[src/rtl/bmsm_pkg.sv]
// Shared types and constants for the Boyer-Moore stream matcher.
package bmsm_pkg;

  // Depth of the queue between the front and the back
  localparam int QUEUE_DEPTH = 2;

  // Classified operation of one input beat
  typedef enum logic [1:0] {
    OP_PATTERN      = 2'd0,
    OP_PATTERN_LAST = 2'd1,
    OP_TEXT         = 2'd2
  } op_t;

  // One queued beat
  typedef struct packed {
    op_t        op;
    logic [7:0] data;
  } item_t;

endpackage

[src/rtl/bmsm_front.sv]
// Front end: takes input beats, classifies them and queues them for the back end.
module bmsm_front (
  input  logic            clk,
  input  logic            rst,
  input  logic            in_valid,
  output logic            in_stall,
  input  logic            kind,
  input  logic [7:0]      data_byte,
  input  logic            pattern_end,
  output logic            q_valid,
  output bmsm_pkg::item_t q_item,
  input  logic            q_pop
);
  import bmsm_pkg::*;

  item_t      slots [QUEUE_DEPTH];
  logic       wr_ptr;
  logic       rd_ptr;
  logic [1:0] count;
  item_t      item_in;
  logic       push;

  // Classify: the end mark only counts on a pattern byte
  always_comb begin
    item_in.data = data_byte;
    if (kind) begin
      item_in.op = OP_TEXT;
    end else if (pattern_end) begin
      item_in.op = OP_PATTERN_LAST;
    end else begin
      item_in.op = OP_PATTERN;
    end
  end

  assign in_stall = (count == 2'(QUEUE_DEPTH));
  assign push     = in_valid && !in_stall;
  assign q_valid  = (count != 2'd0);
  assign q_item   = slots[rd_ptr];

  // Queue storage
  always_ff @(posedge clk) begin
    if (push) begin
      slots[wr_ptr] <= item_in;
    end
  end

  // Queue pointers
  always_ff @(posedge clk) begin
    if (rst) begin
      wr_ptr <= 1'b0;
      rd_ptr <= 1'b0;
      count  <= 2'd0;
    end else begin
      if (push) begin
        wr_ptr <= ~wr_ptr;
      end
      if (q_pop) begin
        rd_ptr <= ~rd_ptr;
      end
      if (push && !q_pop) begin
        count <= count + 2'd1;
      end else if (!push && q_pop) begin
        count <= count - 2'd1;
      end
    end
  end

endmodule

[src/rtl/bmsm_back.sv]
// Back end: pattern store, table build sequencer, text window and right-to-left compare.
module bmsm_back #(
  parameter int PATTERN_MAX   = 32,
  parameter int ALPHABET_SIZE = 256
) (
  input  logic            clk,
  input  logic            rst,
  input  logic            q_valid,
  input  bmsm_pkg::item_t q_item,
  output logic            q_pop,
  output logic            out_valid,
  input  logic            out_stall,
  output logic [31:0]     match_start
);
  import bmsm_pkg::*;

  localparam int PW = (PATTERN_MAX > 1) ? $clog2(PATTERN_MAX) : 1;
  localparam int LW = $clog2(PATTERN_MAX + 1);
  localparam int AW = (ALPHABET_SIZE > 1) ? $clog2(ALPHABET_SIZE) : 1;
  localparam int SW = LW + 2;
  localparam logic [PW-1:0] LAST_SLOT = PW'(PATTERN_MAX - 1);
  localparam logic [LW-1:0] MAX_LEN   = LW'(PATTERN_MAX);
  localparam logic [AW-1:0] LAST_SYM  = AW'(ALPHABET_SIZE - 1);

  typedef enum logic [18:0] {
    ST_IDLE  = 19'h00001,
    ST_BFILL = 19'h00002,
    ST_BRD   = 19'h00004,
    ST_BWR   = 19'h00008,
    ST_STOP  = 19'h00010,
    ST_SRD   = 19'h00020,
    ST_SCHK  = 19'h00040,
    ST_GINIT = 19'h00080,
    ST_G2RD  = 19'h00100,
    ST_G2CHK = 19'h00200,
    ST_G2WR  = 19'h00400,
    ST_G3RD  = 19'h00800,
    ST_G3WR  = 19'h01000,
    ST_FIN   = 19'h02000,
    ST_CRD   = 19'h04000,
    ST_CCHK  = 19'h08000,
    ST_XSH   = 19'h10000,
    ST_MEMIT = 19'h20000,
    ST_SPARE = 19'h40000
  } state_t;

  // Reduce a byte modulo the alphabet size by restoring subtraction
  function automatic logic [AW-1:0] alpha_fold(input logic [7:0] b);
    logic [15:0] r;
    r = {8'd0, b};
    for (int s = 7; s >= 0; s--) begin
      if (r >= (16'(ALPHABET_SIZE) << s)) begin
        r = r - (16'(ALPHABET_SIZE) << s);
      end
    end
    return AW'(r);
  endfunction

  // Memories
  logic [7:0]    pattern_store     [PATTERN_MAX];
  logic [7:0]    text_window       [PATTERN_MAX];
  logic [LW-1:0] bad_char_shift    [ALPHABET_SIZE];
  logic [LW-1:0] good_suffix_shift [PATTERN_MAX];
  logic [LW-1:0] suffix_lengths    [PATTERN_MAX];

  // Registers
  state_t        state;
  logic [LW-1:0] pattern_length;
  logic          pattern_ready;
  logic [31:0]   text_position;
  logic [31:0]   alignment_start;
  logic [PW-1:0] ring;
  logic [PW-1:0] rptr;
  logic [PW-1:0] i;
  logic [LW-1:0] k;
  logic [LW-1:0] j;
  logic [AW-1:0] sym;

  // Registered read data
  logic [7:0]    pa_q;
  logic [7:0]    pb_q;
  logic [7:0]    w_q;
  logic [LW-1:0] bad_q;
  logic [LW-1:0] gs_q;
  logic [LW-1:0] suff_q;

  // Ports and helpers
  logic          take;
  logic [LW-1:0] len_eff;
  logic [LW-1:0] len_new;
  logic [LW-1:0] m1i;
  logic [PW-1:0] m_last;
  logic          eq;
  logic          k_lt_i;
  logic          g2_hit;
  logic [PW-1:0] pa_ra;
  logic [PW-1:0] pb_ra;
  logic          p_we;
  logic          w_we;
  logic          bad_we;
  logic [AW-1:0] bad_wa;
  logic [LW-1:0] bad_wd;
  logic          suff_we;
  logic [PW-1:0] suff_wa;
  logic [LW-1:0] suff_wd;
  logic          gs_we;
  logic [PW-1:0] gs_wa;
  logic [LW-1:0] gs_wd;
  logic signed [SW-1:0] bc;
  logic signed [SW-1:0] gs_s;
  logic signed [SW-1:0] shift;

  // Common terms
  assign take    = (state == ST_IDLE) && q_valid;
  assign q_pop   = take;
  assign len_eff = pattern_ready ? '0 : pattern_length;
  assign p_we    = take && (q_item.op != OP_TEXT) && (len_eff < MAX_LEN);
  assign len_new = p_we ? len_eff + LW'(1) : len_eff;
  assign w_we    = take && (q_item.op == OP_TEXT) && pattern_ready;
  assign m_last  = PW'(pattern_length - LW'(1));
  assign m1i     = pattern_length - LW'(1) - LW'(i);
  assign eq      = (pa_q == pb_q);
  assign k_lt_i  = (k < LW'(i));
  assign g2_hit  = (suff_q == LW'(i) + LW'(1)) && (j < m1i);
  assign pa_ra   = (state == ST_SRD) ? PW'(LW'(i) - k) : i;
  assign pb_ra   = PW'(pattern_length - LW'(1) - k);

  // Table write ports
  always_comb begin
    bad_we  = (state == ST_BFILL) || (state == ST_BWR);
    bad_wa  = (state == ST_BFILL) ? sym : alpha_fold(pa_q);
    bad_wd  = (state == ST_BFILL) ? pattern_length : m1i;
    suff_we = (state == ST_STOP) || ((state == ST_SCHK) && !(eq && k_lt_i));
    suff_wa = (state == ST_STOP) ? m_last : i;
    suff_wd = (state == ST_STOP) ? pattern_length : (eq ? k + LW'(1) : k);
    gs_we   = (state == ST_GINIT) || (state == ST_G2WR) || (state == ST_G3WR);
    gs_wa   = (state == ST_G3WR) ? PW'(pattern_length - LW'(1) - suff_q) : PW'(j);
    gs_wd   = (state == ST_GINIT) ? pattern_length : m1i;
  end

  // Mismatch shift: larger of bad-character and good-suffix rules
  always_comb begin
    bc    = SW'(bad_q) - SW'(pattern_length) + SW'(1) + SW'(i);
    gs_s  = SW'(gs_q);
    shift = (bc > gs_s) ? bc : gs_s;
  end

  // Pattern store, two read ports
  always_ff @(posedge clk) begin
    if (p_we) begin
      pattern_store[PW'(len_eff)] <= q_item.data;
    end
    pa_q <= pattern_store[pa_ra];
    pb_q <= pattern_store[pb_ra];
  end

  // Text window ring
  always_ff @(posedge clk) begin
    if (w_we) begin
      text_window[ring] <= q_item.data;
    end
    w_q <= text_window[rptr];
  end

  // Bad-character table
  always_ff @(posedge clk) begin
    if (bad_we) begin
      bad_char_shift[bad_wa] <= bad_wd;
    end
    bad_q <= bad_char_shift[alpha_fold(w_q)];
  end

  // Suffix lengths
  always_ff @(posedge clk) begin
    if (suff_we) begin
      suffix_lengths[suff_wa] <= suff_wd;
    end
    suff_q <= suffix_lengths[i];
  end

  // Good-suffix table
  always_ff @(posedge clk) begin
    if (gs_we) begin
      good_suffix_shift[gs_wa] <= gs_wd;
    end
    gs_q <= good_suffix_shift[i];
  end

  // Sequencer
  always_ff @(posedge clk) begin
    if (rst) begin
      state           <= ST_IDLE;
      pattern_length  <= '0;
      pattern_ready   <= 1'b0;
      text_position   <= '0;
      alignment_start <= '0;
      ring            <= '0;
      out_valid       <= 1'b0;
    end else begin
      // the match step drives the result register itself
      if (out_valid && !out_stall && state != ST_MEMIT) begin
        out_valid <= 1'b0;
      end
      unique case (state)
        ST_IDLE: begin
          if (q_valid) begin
            if (q_item.op != OP_TEXT) begin
              pattern_ready  <= 1'b0;
              pattern_length <= len_new;
              if (q_item.op == OP_PATTERN_LAST) begin
                sym   <= '0;
                state <= ST_BFILL;
              end
            end else if (pattern_ready) begin
              ring          <= (ring == LAST_SLOT) ? '0 : ring + PW'(1);
              text_position <= text_position + 32'd1;
              if (text_position - alignment_start == 32'(pattern_length) - 32'd1) begin
                i     <= m_last;
                rptr  <= ring;
                state <= ST_CRD;
              end
            end
          end
        end
        // bad-character table: fill with m, then walk the pattern
        ST_BFILL: begin
          sym <= sym + AW'(1);
          if (sym == LAST_SYM) begin
            i     <= '0;
            state <= (pattern_length > LW'(1)) ? ST_BRD : ST_STOP;
          end
        end
        ST_BRD: state <= ST_BWR;
        ST_BWR: begin
          if (LW'(i) == pattern_length - LW'(2)) begin
            state <= ST_STOP;
          end else begin
            i     <= i + PW'(1);
            state <= ST_BRD;
          end
        end
        // suffix lengths, right to left
        ST_STOP: begin
          j <= '0;
          if (pattern_length == LW'(1)) begin
            state <= ST_GINIT;
          end else begin
            i     <= PW'(pattern_length - LW'(2));
            k     <= '0;
            state <= ST_SRD;
          end
        end
        ST_SRD: state <= ST_SCHK;
        ST_SCHK: begin
          if (eq && k_lt_i) begin
            k     <= k + LW'(1);
            state <= ST_SRD;
          end else if (i == '0) begin
            j     <= '0;
            state <= ST_GINIT;
          end else begin
            i     <= i - PW'(1);
            k     <= '0;
            state <= ST_SRD;
          end
        end
        // good-suffix: preset, prefix pass, then suffix pass
        ST_GINIT: begin
          if (j == pattern_length - LW'(1)) begin
            i     <= m_last;
            j     <= '0;
            state <= ST_G2RD;
          end else begin
            j <= j + LW'(1);
          end
        end
        ST_G2RD: state <= ST_G2CHK;
        ST_G2CHK: begin
          if (g2_hit) begin
            state <= ST_G2WR;
          end else if (i == '0) begin
            state <= (pattern_length > LW'(1)) ? ST_G3RD : ST_FIN;
          end else begin
            i     <= i - PW'(1);
            state <= ST_G2RD;
          end
        end
        ST_G2WR: begin
          j <= j + LW'(1);
          if (j + LW'(1) < m1i) begin
            state <= ST_G2WR;
          end else if (i == '0) begin
            state <= (pattern_length > LW'(1)) ? ST_G3RD : ST_FIN;
          end else begin
            i     <= i - PW'(1);
            state <= ST_G2RD;
          end
        end
        ST_G3RD: state <= ST_G3WR;
        ST_G3WR: begin
          if (LW'(i) == pattern_length - LW'(2)) begin
            state <= ST_FIN;
          end else begin
            i     <= i + PW'(1);
            state <= ST_G3RD;
          end
        end
        ST_FIN: begin
          pattern_ready   <= 1'b1;
          text_position   <= '0;
          alignment_start <= '0;
          ring            <= '0;
          state           <= ST_IDLE;
        end
        // right-to-left compare: each byte takes a read step (ST_CRD) and a check step (ST_CCHK)
        ST_CRD: state <= ST_CCHK;
        ST_CCHK: begin
          if (pa_q == w_q) begin
            if (i == '0) begin
              state <= ST_MEMIT;
            end else begin
              i     <= i - PW'(1);
              rptr  <= (rptr == '0) ? LAST_SLOT : rptr - PW'(1);
              state <= ST_CRD;
            end
          end else begin
            state <= ST_XSH;
          end
        end
        ST_XSH: begin
          alignment_start <= alignment_start + 32'(shift);
          state           <= ST_IDLE;
        end
        ST_MEMIT: begin
          if (!out_valid || !out_stall) begin
            out_valid       <= 1'b1;
            match_start     <= alignment_start;
            alignment_start <= alignment_start + 32'(gs_q);
            state           <= ST_IDLE;
          end
        end
        default: state <= ST_IDLE;
      endcase
    end
  end

`ifndef SYNTHESIS
  a_len_bound: assert property (@(posedge clk) disable iff (rst)
    pattern_length <= MAX_LEN)
    else $error("pattern length beyond store depth");

  a_cmp_needs_pattern: assert property (@(posedge clk) disable iff (rst)
    (state == ST_CRD) |-> (pattern_ready && pattern_length != '0))
    else $error("compare started without a built pattern");

  a_build_done: assert property (@(posedge clk) disable iff (rst)
    (state == ST_FIN) |=> (pattern_ready && text_position == '0 && alignment_start == '0))
    else $error("build did not leave a clean text position");

  a_emit_source: assert property (@(posedge clk) disable iff (rst)
    $rose(out_valid) |-> $past(state == ST_MEMIT))
    else $error("result raised outside the match step");
`endif

endmodule

[src/rtl/boyer_moore_stream_matcher_top.sv]
// A pattern byte is taken in the idle state; the last one also runs the table build for
//   pattern length m: symbol fill, bad-character walk, suffix lengths, good-suffix passes.
// A text byte is taken in the idle state; one that completes an alignment adds a compare
//   byte by byte (one shared comparator, registered memory reads), then a shift or emit.
// Throughput: one beat at a time in the back end, a two-beat queue in front of it.
// Reset clears control, length, offsets and the ready flag; tables hold nothing until built.
module boyer_moore_stream_matcher_top #(
  parameter int PATTERN_MAX   = 32,
  parameter int ALPHABET_SIZE = 256
) (
  input  logic        clk,
  input  logic        rst,
  input  logic        in_valid,
  output logic        in_stall,
  input  logic        kind,
  input  logic [7:0]  data_byte,
  input  logic        pattern_end,
  output logic        out_valid,
  input  logic        out_stall,
  output logic [31:0] match_start
);
  import bmsm_pkg::*;

  logic  q_valid;
  logic  q_pop;
  item_t q_item;

  // Front: accept and classify
  bmsm_front u_front (
    .clk         (clk),
    .rst         (rst),
    .in_valid    (in_valid),
    .in_stall    (in_stall),
    .kind        (kind),
    .data_byte   (data_byte),
    .pattern_end (pattern_end),
    .q_valid     (q_valid),
    .q_item      (q_item),
    .q_pop       (q_pop)
  );

  // Back: build tables and match
  bmsm_back #(
    .PATTERN_MAX   (PATTERN_MAX),
    .ALPHABET_SIZE (ALPHABET_SIZE)
  ) u_back (
    .clk         (clk),
    .rst         (rst),
    .q_valid     (q_valid),
    .q_item      (q_item),
    .q_pop       (q_pop),
    .out_valid   (out_valid),
    .out_stall   (out_stall),
    .match_start (match_start)
  );

endmodule

[config.mk]
export PLATFORM = sky130hd
export DESIGN_NAME = boyer_moore_stream_matcher_top
export DESIGN_NICKNAME = d
export VERILOG_FILES = /design/src/rtl/bmsm_pkg.sv /design/src/rtl/bmsm_front.sv /design/src/rtl/bmsm_back.sv /design/src/rtl/boyer_moore_stream_matcher_top.sv
export SDC_FILE = /design/constraint.sdc
export NUM_CORES = 2
export LEC_CHECK = 0
export BUFFER_PORTS_ARGS = -buffer_cell sky130_fd_sc_hd__buf_2
export CORE_MARGIN = 8
export CORE_UTILIZATION = 70
export CTS_BUF_LIST = sky130_fd_sc_hd__clkbuf_2 sky130_fd_sc_hd__clkbuf_4 sky130_fd_sc_hd__clkbuf_8
export DETAILED_ROUTE_END_ITERATION = 7
export HOLD_SLACK_MARGIN = 0.02
export PLACE_DENSITY_LB_ADDON = 0.3
export SETUP_SLACK_MARGIN = 0.4
export SYNTH_ARGS = -nofsm -noshare
export SYNTH_HDL_FRONTEND = slang
export SYNTH_SLANG_ARGS = --single-unit
export TNS_END_PERCENT = 1
[constraint.sdc]
create_clock -name clk -period 34.6 [get_ports clk]
set_input_delay 6.92 -clock clk [delete_from_list [all_inputs] [get_ports clk]]
set_output_delay 6.92 -clock clk [all_outputs]
set_load 0.01 [all_outputs]
==> metrics.yaml <==
outcome: "completed"
slew_headroom_pct: 3.62
grt_max_degree: 257
insertion_delay_ps: 1110
ys.flop_type: "edfxtp_1"
die_area_um2: 171000
fin_nets: 6213
io_buffers: 47
rrSetupSlack_ps: 27810
place.gp.congestion: 0.899
p_sw_w: 0.00302
ys_warn_count: 0
die_h_um: 413
cp-startpoint: "u_front.count[0]$_SDFFE_PP0P_"
tightest_slew_ps: 1450
leakage_nw: 38.6
end_kind: "primary output"
async_reset_ff_share_pct: 0
wirelength_mm: 259
clkPwrFrac_pct: 26.1
clockBufferDepth: 4
crit_family: "flip-flops"
synth_top_area_share_pct: 68.3
wl_per_cell_um: 30.6
critPathLaunchType: "register"
switching_share_pct: 31.3
finalHoldViolations: 0
worstSetupEndpoint: "in_stall"
cts-htree-levels: 5
rsz0062_at_grt: "false"
worstPathMaxFanout: 6
post_cts_resized: 0
cts_made_buffers: 411
area_delta_synth_final_pct: 9.44
power_density_nw_per_um2: 79.7
fin_skew_ps: 92.4
clk_pin_slew_worst_paths_ps: 70
drv_slew: 0
fin_crit_ps: 8970
r2r_cells: 27
drt_first_pass_iters: 6
grt_overflow: 0
postRouteAntennaNets: 0
muxShareOfSynthArea_pct: 17.8
synthCells: 5827
fin_setup_tns_ps: 0
pin_count: 48
synth_seq_cells: 2656
r2r_end: "u_back.alignment_start[30]$_SDFFE_PP0P_"
cp_num_buf_inv: 2
p_int_w: 0.00662
finalSetupViolCount: 0
fp.dieW_um: 413
postCtsHoldBufs: 0
viasPerCell: 6.95
synthAdderAreaFrac_pct: 1.49
yosys.area_share.xor_xnor_pct: 1.47
crit_arrival_ps: 2050
synth-compound-area-share_pct: 2.29
crit_chain: "nand2b_1, inv_1, buf_2"
cp.depth: 3
grt_pass1_wl_mm: 383
ys_seq_area_share_pct: 70.9
synth_edf_count: 2514
synth_top_family_by_area: "multiplexers"
rows: 146
max-cap-violations: 0
rr_startpoint: "u_back.i[1]$_DFFE_PP_"
post-dp-hpwl_mm: 158
required_ps: 27680
synth_nets: 5967
drt-initial-drc-count: 7824
hold_class: "register to register"
antenna_found_initial: 3
finalPower_w: 0.00964
initial_core_util_pct: 70.1
seqPwrFrac_pct: 49.6
syn_area_per_cell_um2: 19.0
synth_area_leaders: "edfxtp_1, mux4_2, dfxtp_1, nor2_1, ha_1"
path_class: "register to primary output"
place_ws_ps: 25270
fillers: 7849
cts_setup_buffers: 0
slowest_delay_ps: 430
timing.final.crit_share_pct: 25.9
p_comb_share_pct: 24.2
synth.distinct_cells: 89
critPathSlowestCell: "dfxtp_1"
cts_tree: "done"
cts_sinks: 2656
syn_area_um2: 111000
drive_gt1_share_pct: 26.8
core_um2: 158000
cts-root-buf: "clkbuf_8"
synth-simple-area-share_pct: 4.68
ir_drop_uv: 342
maxClockFrequency_mhz: 111
layout_setup_ws_ps: 25630
grt_pass1_vias: 60000
grt.total_usage_pct: 30.5
yosysTopAreaCell: "edfxtp_1"
vias: 58800
drc: 0
==> metal layers <==
metal	GRT usage [%]	wire, µm
met1	41.3	92700
met4	12.4	11200
met3	6.02	26100
met2	49.7	128000
met5	0	0
==> layout make-up <==
cell class / instances / area, µm² / share of cell area (%)
sequential: 2656 / 78400 / 64.8
inverter: 103 / 387 / 0.320
tap: 2072 / 2590 / 2.14
timing repair buffer: 133 / 956 / 0.790
antenna: 4 / 10.0 / 0.00828
clock inverter: 169 / 985 / 0.814
clock buffer: 556 / 6830 / 5.65
multi-input combinational: 2768 / 30800 / 25.5
==> worst register-to-register path: stages, from the launching register on <==
cell and delay (ps):
edfxtp_1 330, buf_4 450, buf_4 900, ha_1 400, nor2b_1 130, o21ai_0 160
nand2b_1 100, a31oi_1 240, xnor2_1 130, ha_1 320, nand3_1 90, o21ai_0 150
o21ai_0 110, a21oi_1 510, mux2i_1 200, ha_1 250, fa_1 430, nand3_1 100
nand2_1 80, nand3_1 90, nand2_1 80, a21o_1 220, and4_1 260, nand2_1 140
nor2_1 110, and4_1 220, a21oi_1 160, mux2_2 350
==> logic make-up after synthesis <==
kind of cell | after synthesis
fa+ha+maj | 126
buf+inv | 403
flops | 2656
other cells | 1
xor+xnor | 185
simple gates | 1155
compound gates | 392
mux | 909
==> power groups by stage <==
stage               combinational (W)  sequential, W  clock (W)
floorplan                     0.00131        0.00544          0
global placement              0.00216        0.00483          0
detailed placement            0.00231        0.00484          0
CTS                           0.00231        0.00477    0.00254
global route                  0.00247        0.00478    0.00267
finish                        0.00233        0.00478    0.00252
==> flip-flops by register name (all words and copies together) (netlist names), 6 cells and up, named ones only <==
register / count
u_back.pattern_store: 256
u_back.sym: 8
u_back.bad_q: 6
u_back.alignment_start: 32
u_back.good_suffix_shift: 192
u_back.k: 6
u_back.bad_char_shift: 1536
u_back.w_q: 8
u_front.slots: 20
u_back.j: 6
u_back.state: 18
u_back.match_start: 32
u_back.suffix_lengths: 192
u_back.pa_q: 8
u_back.gs_q: 6
u_back.text_window: 256
u_back.pattern_length: 6
u_back.text_position: 32
u_back.pb_q: 8
u_back.suff_q: 6
==> how the worst min path moves through the flow <==
stage	startpoint	cells past startpoint	endpoint	slack, ps
6_report	u_back.alignment_start[19]$_SDFFE_PP0P_	0	u_back.match_start[19]$_DFFE_PP_	460
5_1_grt	u_back.alignment_start[8]$_SDFFE_PP0P_	0	u_back.match_start[8]$_DFFE_PP_	450
4_1_cts	u_back.alignment_start[19]$_SDFFE_PP0P_	0	u_back.match_start[19]$_DFFE_PP_	450
3_5_place_dp	u_back.alignment_start[27]$_SDFFE_PP0P_	0	u_back.match_start[27]$_DFFE_PP_	430
3_3_place_gp	u_back.alignment_start[8]$_SDFFE_PP0P_	0	u_back.match_start[8]$_DFFE_PP_	420
2_1_floorplan	u_back.alignment_start[14]$_SDFFE_PP0P_	0	u_back.match_start[14]$_DFFE_PP_	410
==> metrics by stage <==
| step | cell area (µm²) | utilization, % | hold WS, ps | instances |
|---|---|---|---|---|
| after global routing | 121000 | 76.7 | 451 | 8458 |
| after detailed placement | 113000 | 71.7 | 428 | 7732 |
| final | 121000 | 76.7 | 455 | 8461 |
| after floorplan | 111000 | - | 408 | 5827 |
| after global placement | 113000 | 71.7 | 423 | 7732 |
| after CTS | 121000 | 76.7 | 449 | 8457 |
==> Yosys cell counts (6+ instances only) <==
cell type	number
nand2_1	252
and4_1	7
ha_1	117
nor3_1	31
nand4_1	26
xnor2_1	110
xor2_1	75
dfxtp_1	142
a21oi_1	122
a31oi_1	11
nor4_1	20
edfxtp_1	2514
and3_1	23
mux4_2	838
o211ai_1	16
nand3b_1	11
nor3b_1	8
buf_1	79
a211oi_1	38
or4b_2	6
o21ai_0	81
mux2i_1	45
buf_4	7
or3_1	14
nand2b_1	18
a21o_1	46
nand3_1	87
fa_1	9
nor2b_1	39
a22oi_1	7
buf_2	14
o21a_1	11
and2_1	9
nor2_1	572
clkbuf_1	197
mux2_2	26
inv_1	101
==> cells in the final DEF (no fill, tap or decap), types with 39 or more instances in the layout <==
cell type,instances
nand3_1,86
clkbuf_8,425
nor2_1,572
mux4_2,838
clkinv_1,95
nand2_1,245
clkinv_2,51
inv_1,101
edfxtp_1,2514
buf_2,47
xnor2_1,109
a21o_1,46
a21oi_1,111
ha_1,116
clkbuf_4,131
xor2_1,74
mux2i_1,45
buf_4,80
nor2b_1,39
o21ai_0,70
dfxtp_1,136
(Power assumes the default switching activity.)
